## config.mk

```make
export PLATFORM = sky130hd
export DESIGN_NAME = lsa_out_q
export DESIGN_NICKNAME = d
export VERILOG_FILES = /design/src/rtl/lsa_pkg.sv /design/src/rtl/lsa_out_q.sv
export SDC_FILE = /design/constraint.sdc
export NUM_CORES = 1
export LEC_CHECK = 0
export BUFFER_PORTS_ARGS = -buffer_cell sky130_fd_sc_hd__buf_2
export CAP_MARGIN = 20
export CORE_AREA = 2 2 85 87
export CTS_CLUSTER_SIZE = 20
export DETAILED_ROUTE_END_ITERATION = 16
export DIE_AREA = 0 0 87 89
export GPL_ROUTABILITY_DRIVEN = 0
export PLACE_DENSITY = 0.71
export SLEW_MARGIN = 40
export SYNTH_ARGS = -nofsm -noshare
export SYNTH_HDL_FRONTEND = slang
export SYNTH_SLANG_ARGS = --single-unit
export TNS_END_PERCENT = 100
```

## constraint.sdc

```tcl
create_clock -name i_clk -period 2.8 [get_ports i_clk]
set_clock_uncertainty 0.05 [all_clocks]
set_input_delay 0.56 -clock i_clk [delete_from_list [all_inputs] [get_ports i_clk]]
set_output_delay 0.56 -clock i_clk [all_outputs]
set_load 0.02 [all_outputs]
```

## src/rtl/lsa_pkg.sv

```systemverilog
`default_nettype none
package lsa_pkg;

    localparam int MAX_LEN = 1024;
    localparam int GENE_W  = 16;
    localparam int IDX_W   = $clog2(MAX_LEN);
    localparam int CNT_W   = 11;
    localparam int ADDR_W  = 3;
    localparam int DATA_W  = 32;

    localparam logic [CNT_W-1:0] MAX_LEN_C = CNT_W'(MAX_LEN);
    localparam logic [CNT_W-1:0] CNT_SAT   = {CNT_W{1'b1}};
    localparam logic [CNT_W-1:0] MAXSEG_RST = CNT_W'(1024);

    typedef enum logic [1:0] {
        KIND_TARGET = 2'd0,
        KIND_BASE   = 2'd1,
        KIND_FINISH = 2'd2
    } t_kind;

    typedef enum logic {
        REG_SUBSTR = 1'b0,
        REG_MAXSEG = 1'b1
    } t_reg;

    typedef struct packed {
        logic             has_segment;
        logic [CNT_W-1:0] seg_start;
        logic [CNT_W-1:0] seg_end;
        logic             done_res;
        logic             not_subsequence;
        logic [CNT_W-1:0] segment_total;
    } t_result;

endpackage
`default_nettype wire

```

## src/rtl/lsa_out_q.sv

```systemverilog
`default_nettype none
module lsa_out_q (
    input  wire logic             i_clk,
    input  wire logic             i_rst_n,
    input  wire logic             i_push,
    input  wire lsa_pkg::t_result i_data,
    output logic                  o_full,
    output logic                  o_valid,
    input  wire logic             i_ready,
    output lsa_pkg::t_result      o_data
);
    import lsa_pkg::*;

    t_result    r_q [2];
    logic       r_head;
    logic [1:0] r_count;
    logic       n_head;
    logic [1:0] n_count;
    logic       w_pop;
    logic       w_tail;

    assign w_pop   = o_valid && i_ready;
    assign w_tail  = r_head ^ r_count[0];
    assign o_valid = (r_count != 2'd0);
    assign o_full  = (r_count == 2'd2);
    assign o_data  = r_q[r_head];

    always_comb begin
        n_head  = r_head ^ w_pop;
        n_count = r_count + 2'(i_push) - 2'(w_pop);
    end

    always_ff @(posedge i_clk) begin
        if (!i_rst_n) begin
            r_head  <= 1'b0;
            r_count <= 2'd0;
        end else begin
            r_head  <= n_head;
            r_count <= n_count;
        end
        if (i_push) begin
            r_q[w_tail] <= i_data;
        end
    end

endmodule
`default_nettype wire

```

-- Word level (Yosys, flattened, before mapping)
Memories as Yosys holds them, arrays and structs flattened. A register that Yosys moved wholly into a read port is not among the register bits.
Index checks and enable logic that the tools add are counted.
- bits in registers: 3
- RAM bits: 72
- memories kept: 1
- input bits: 40
- output and inout bits: 38
- memories (name ; words ; width ; rd ports ; clocked after Yosys merged registers in ; write ports ; RTL line ; source):
    r_q ; 2 ; 36 ; 1 ; 1 ; 1 ; lsa_out_q.sv:14 ; t_result r_q [2];
- muxes and demuxes: 3
- eq/ne operators: 1
- bitwise operators: 2
- add/sub/neg operators: 2
- reduce and logical (&&, ||, !) cells: 2
- operators with widths (kind ; count):
    $mux W1 ; 3
    $add A2 B1 Y2 ; 1
    $eq A2 B2 Y1 const B ; 1
    $reduce_bool A2 Y1 ; 1
    $sub A2 B1 Y2 ; 1
    $xor A1 B1 Y1 ; 2
    $logic_and A1 B1 Y1 ; 1

-- Depth between registers and ports, before layout
- word-level depth: 4
- depth in mapped cells: 6
- mapped depth without buffers: 6

-- Worst setup path after synthesis
No wires, ideal clock.
- kind: input-to-reg
- from: in i_push
- to: mem r_q[1][0] (netlist bit), enable pin
- slack: 138 ps
- cell stages on the path: 1
- required time: 2316 ps
- path buffers: 0
- library setup time: 434 ps
- arrival: 2178 ps
- cell sequence: nor2b_1
- cells in the longest elaborated chain, start to end: 2
- ends and longest elaborated chain (item ; RTL line ; source):
    start, declared ; lsa_out_q.sv:5 ; input wire logic i_push,
    $mux W1 ; lsa_out_q.sv:41 ; if (i_push) begin
    $mux W1 (implied by the code) ; lsa_out_q.sv:42 ; r_q[w_tail] <= i_data;
    end, declared ; lsa_out_q.sv:14 ;
No other way between the ends.

==> key figures <==
Status
  • Outcome: finished clean

Place
  • Port-buffer cells: 77
  • Dpl cells: 290
  • Post-place setup slack: 0.8495 ns
  • DP HPWL: 3136 µm

STA
  • Slew headroom: 65.55%
  • Setup violations, final: 0
  • Final clock period utilization by the worst path: 81.78%
  • Count of final hold-check violations: 0
  • Highest attainable clock frequency: 436.7 MHz
  • Max Slew Vio Count: 0
  • Worst setup margin: 0.5102 ns
  • Final hold slack: 0.3654 ns
  • Worst slew pin tran: 0.5157 ns
  • Setup TNS: 0 ns
  • Unrepaired setup endpoints after global routing: no
  • Crit path time final: 2.290 ns

Clocking
  • CTS Root Cell: clkbuf_8
  • H-Tree Depth: 3
  • CTS resizes: 0
  • Worst-path clk slew: 0.07 ns
  • Total CTS buffers: 9
  • Hold_buf cts: 0
  • # Post-CTS Setup Buffers: 0
  • Clock buffer depth: 2
  • Later-pin clock latency in the skew report: 0.32 ns
  • Clk sinks: 76
  • CTS tree: done

Die
  • Top-Level Pins: 78
  • Initial core utilization: 44.21%
  • Die W: 87 µm
  • Core region area: 6719 µm²
  • Die height: 89 µm
  • Die ar.: 7743 µm²
  • Rows: 30

Worst setup path
  • Critical Path RT: 2.19 ns
  • Crit end category: output pin
  • Startpoint types: register
  • WP buf/inv: 2
  • Delay of the slowest cell on the worst path: 0.59 ns
  • Reg-to-reg setup timing slack: 1.07 ns
  • WS Path Type: reg -> out
  • Worst flop-to-flop path endpoint: r_q[0][25]$_DFFE_PP_
  • Crit-path cells: buf_4 -> mux2_2 -> buf_2
  • Worst path slowest cell: dfxtp_2
  • Delay-heaviest family, CP: flip-flops
  • CP Max Fanout: 13
  • CP arrival: 1.68 ns
  • R2R Path Start: r_count[0]$_SDFF_PN0_
  • R2R cell count: 3

Cells and area
  • Fin nets: 263
  • Layout Utilization: 54.60%
  • # diodes: 0
  • Share of cells above drive strength 1: 59.73%
  • Non-filler cells, final: 306
  • Area grow syn2layout: 23.50%

Worst hold path
  • Hold path startpoint: i_data[11]
  • Hold EP: r_q[1][11]$_DFFE_PP_
  • Hold crit path type: in -> reg
  • WHS Path Cells: 1

Detailed routing
  • Post-route ant nets: 0
  • Via Count: 1432
  • DRT Pass-1 Iters: 4
  • Routed len/inst: 14.89 µm
  • Routed vias/inst: 4.680
  • DR DRC count: 0
  • Routed WL: 4556 µm
  • 1st-iter DRT viols: 72

Synth
  • Sequential fraction of the synthesis area: 75.48%
  • Largest area contributor in the netlist: edfxtp_1
  • Post-Syn Area: 2970 µm²
  • Number of synthesis warnings: 0
  • Synth top area cells: edfxtp_1, mux2_4, dfxtp_1
  • Syn Inst Count: 133
  • Library cells used by synthesis: 17
  • Yosys reg bits: 76
  • Area share of the largest cell type after synthesis: 72.79%
  • Syn avg cell area: 22.33 µm²
  • Mapped Nets: 175

Global route
  • Largest net degree at the start of global routing: 22
  • Grt total ovfl: 0
  • Global-route wire length before repair: 6768 µm
  • Global-route track usage on met2: 18.39%
  • Vias in the first global route: 1423
  • GR Util met3: 4.340%
  • GRT met1 Usage: 15.48%
  • Gr usage total: 12.28%
  • Gr busiest metal: met2
  • Initial antenna violation count: 0

Flow run
  • Max-Cap Viols: 0

Power
  • Cell Pwr Density: 1039 nW/µm²
  • Max IR drop VDD: 0.5920 mV
  • Leakage: 1.463 nW
## cells in the mapped netlist
cell type	instances
mux2_2	6
inv_1	2
ha_1	2
nand2_1	1
mux2i_1	2
and2_1	2
dfxtp_1	4
or2_2	1
buf_12	3
mux2_4	30
edfxtp_1	72
xnor3_1	1
xnor2_1	1
nor2b_1	3
o21a_1	1
nand2b_1	1
buf_6	1
## registers in the layout (all words and copies together) (netlist names), named ones only
signal   count
r_count      2
r_q         72
r_head       1
## report_power, final
group | total (mW) | switching (mW) | leakage [nW] | internal [mW]
sequential | 1.70 | 0.108 | 0.709 | 1.59
combinational | 1.26 | 0.671 | 0.647 | 0.585
clock | 0.854 | 0.360 | 0.107 | 0.494
total | 3.81 | 1.14 | 1.46 | 2.67
## how the worst max path moves through the flow
stage	start	end	slack [ns]	depth (start not counted)
2_1_floorplan	i_push	r_q[1][0]$_DFFE_PP_	0.14	1
3_3_place_gp	register	o_data[0]	0.85	3
3_5_place_dp	register	o_data[0]	0.85	3
4_1_cts	register	o_data[0]	0.48	3
5_1_grt	register	o_data[0]	0.43	3
6_report	register	o_data[0]	0.51	3
## logic make-up (layout without fill, tap and decap cells)
group,after synthesis,after routing,synth area share (%)
flops,76,76,75.48
mux,38,38,18.11
simple gates,8,8,1.601
buf+inv,6,99,2.654
fa+ha+maj,2,2,0.8423
xor+xnor,2,2,1.053
compound gates,1,1,0.2528
## routing by layer
layer	part of all wire, %	wire, µm
met3	6.4	291
met1	44	2022
met4	1.8	83
met5	0	0
met2	47	2158
## placed cells by master (no fill, tap or decap), types with 2 or more instances in the layout
cell / netlist / layout
buf_12: 3 / 3
edfxtp_1: 72 / 72
clkbuf_8: 0 / 9
nor2b_1: 3 / 2
dfxtp_1: 4 / 3
clkinv_2: 0 / 3
ha_1: 2 / 2
mux2_2: 6 / 6
buf_2: 0 / 77
bufinv_16: 0 / 2
inv_1: 2 / 2
mux2i_1: 2 / 2
mux2_4: 30 / 30
## through the flow
step,total power [mW],cell area (µm²)
CTS,3.865,3669
global placement,2.988,3462
detailed placement,3.008,3462
floorplan,2.648,2970
global route,4.009,3669
finish,3.810,3669
## final cells by class
class	instances	area [µm²]
Inverter	2	7.507
Clock inverter	6	78.83
Timing Repair Buffer	81	452.9
Clock buffer	10	127.6
Tap cell	80	100.1
Sequential cell	76	2243
Multi-Input combinational cell	51	658.1
Fill cell	517	3050
Note: power is estimated with default switching activity, not from simulation.
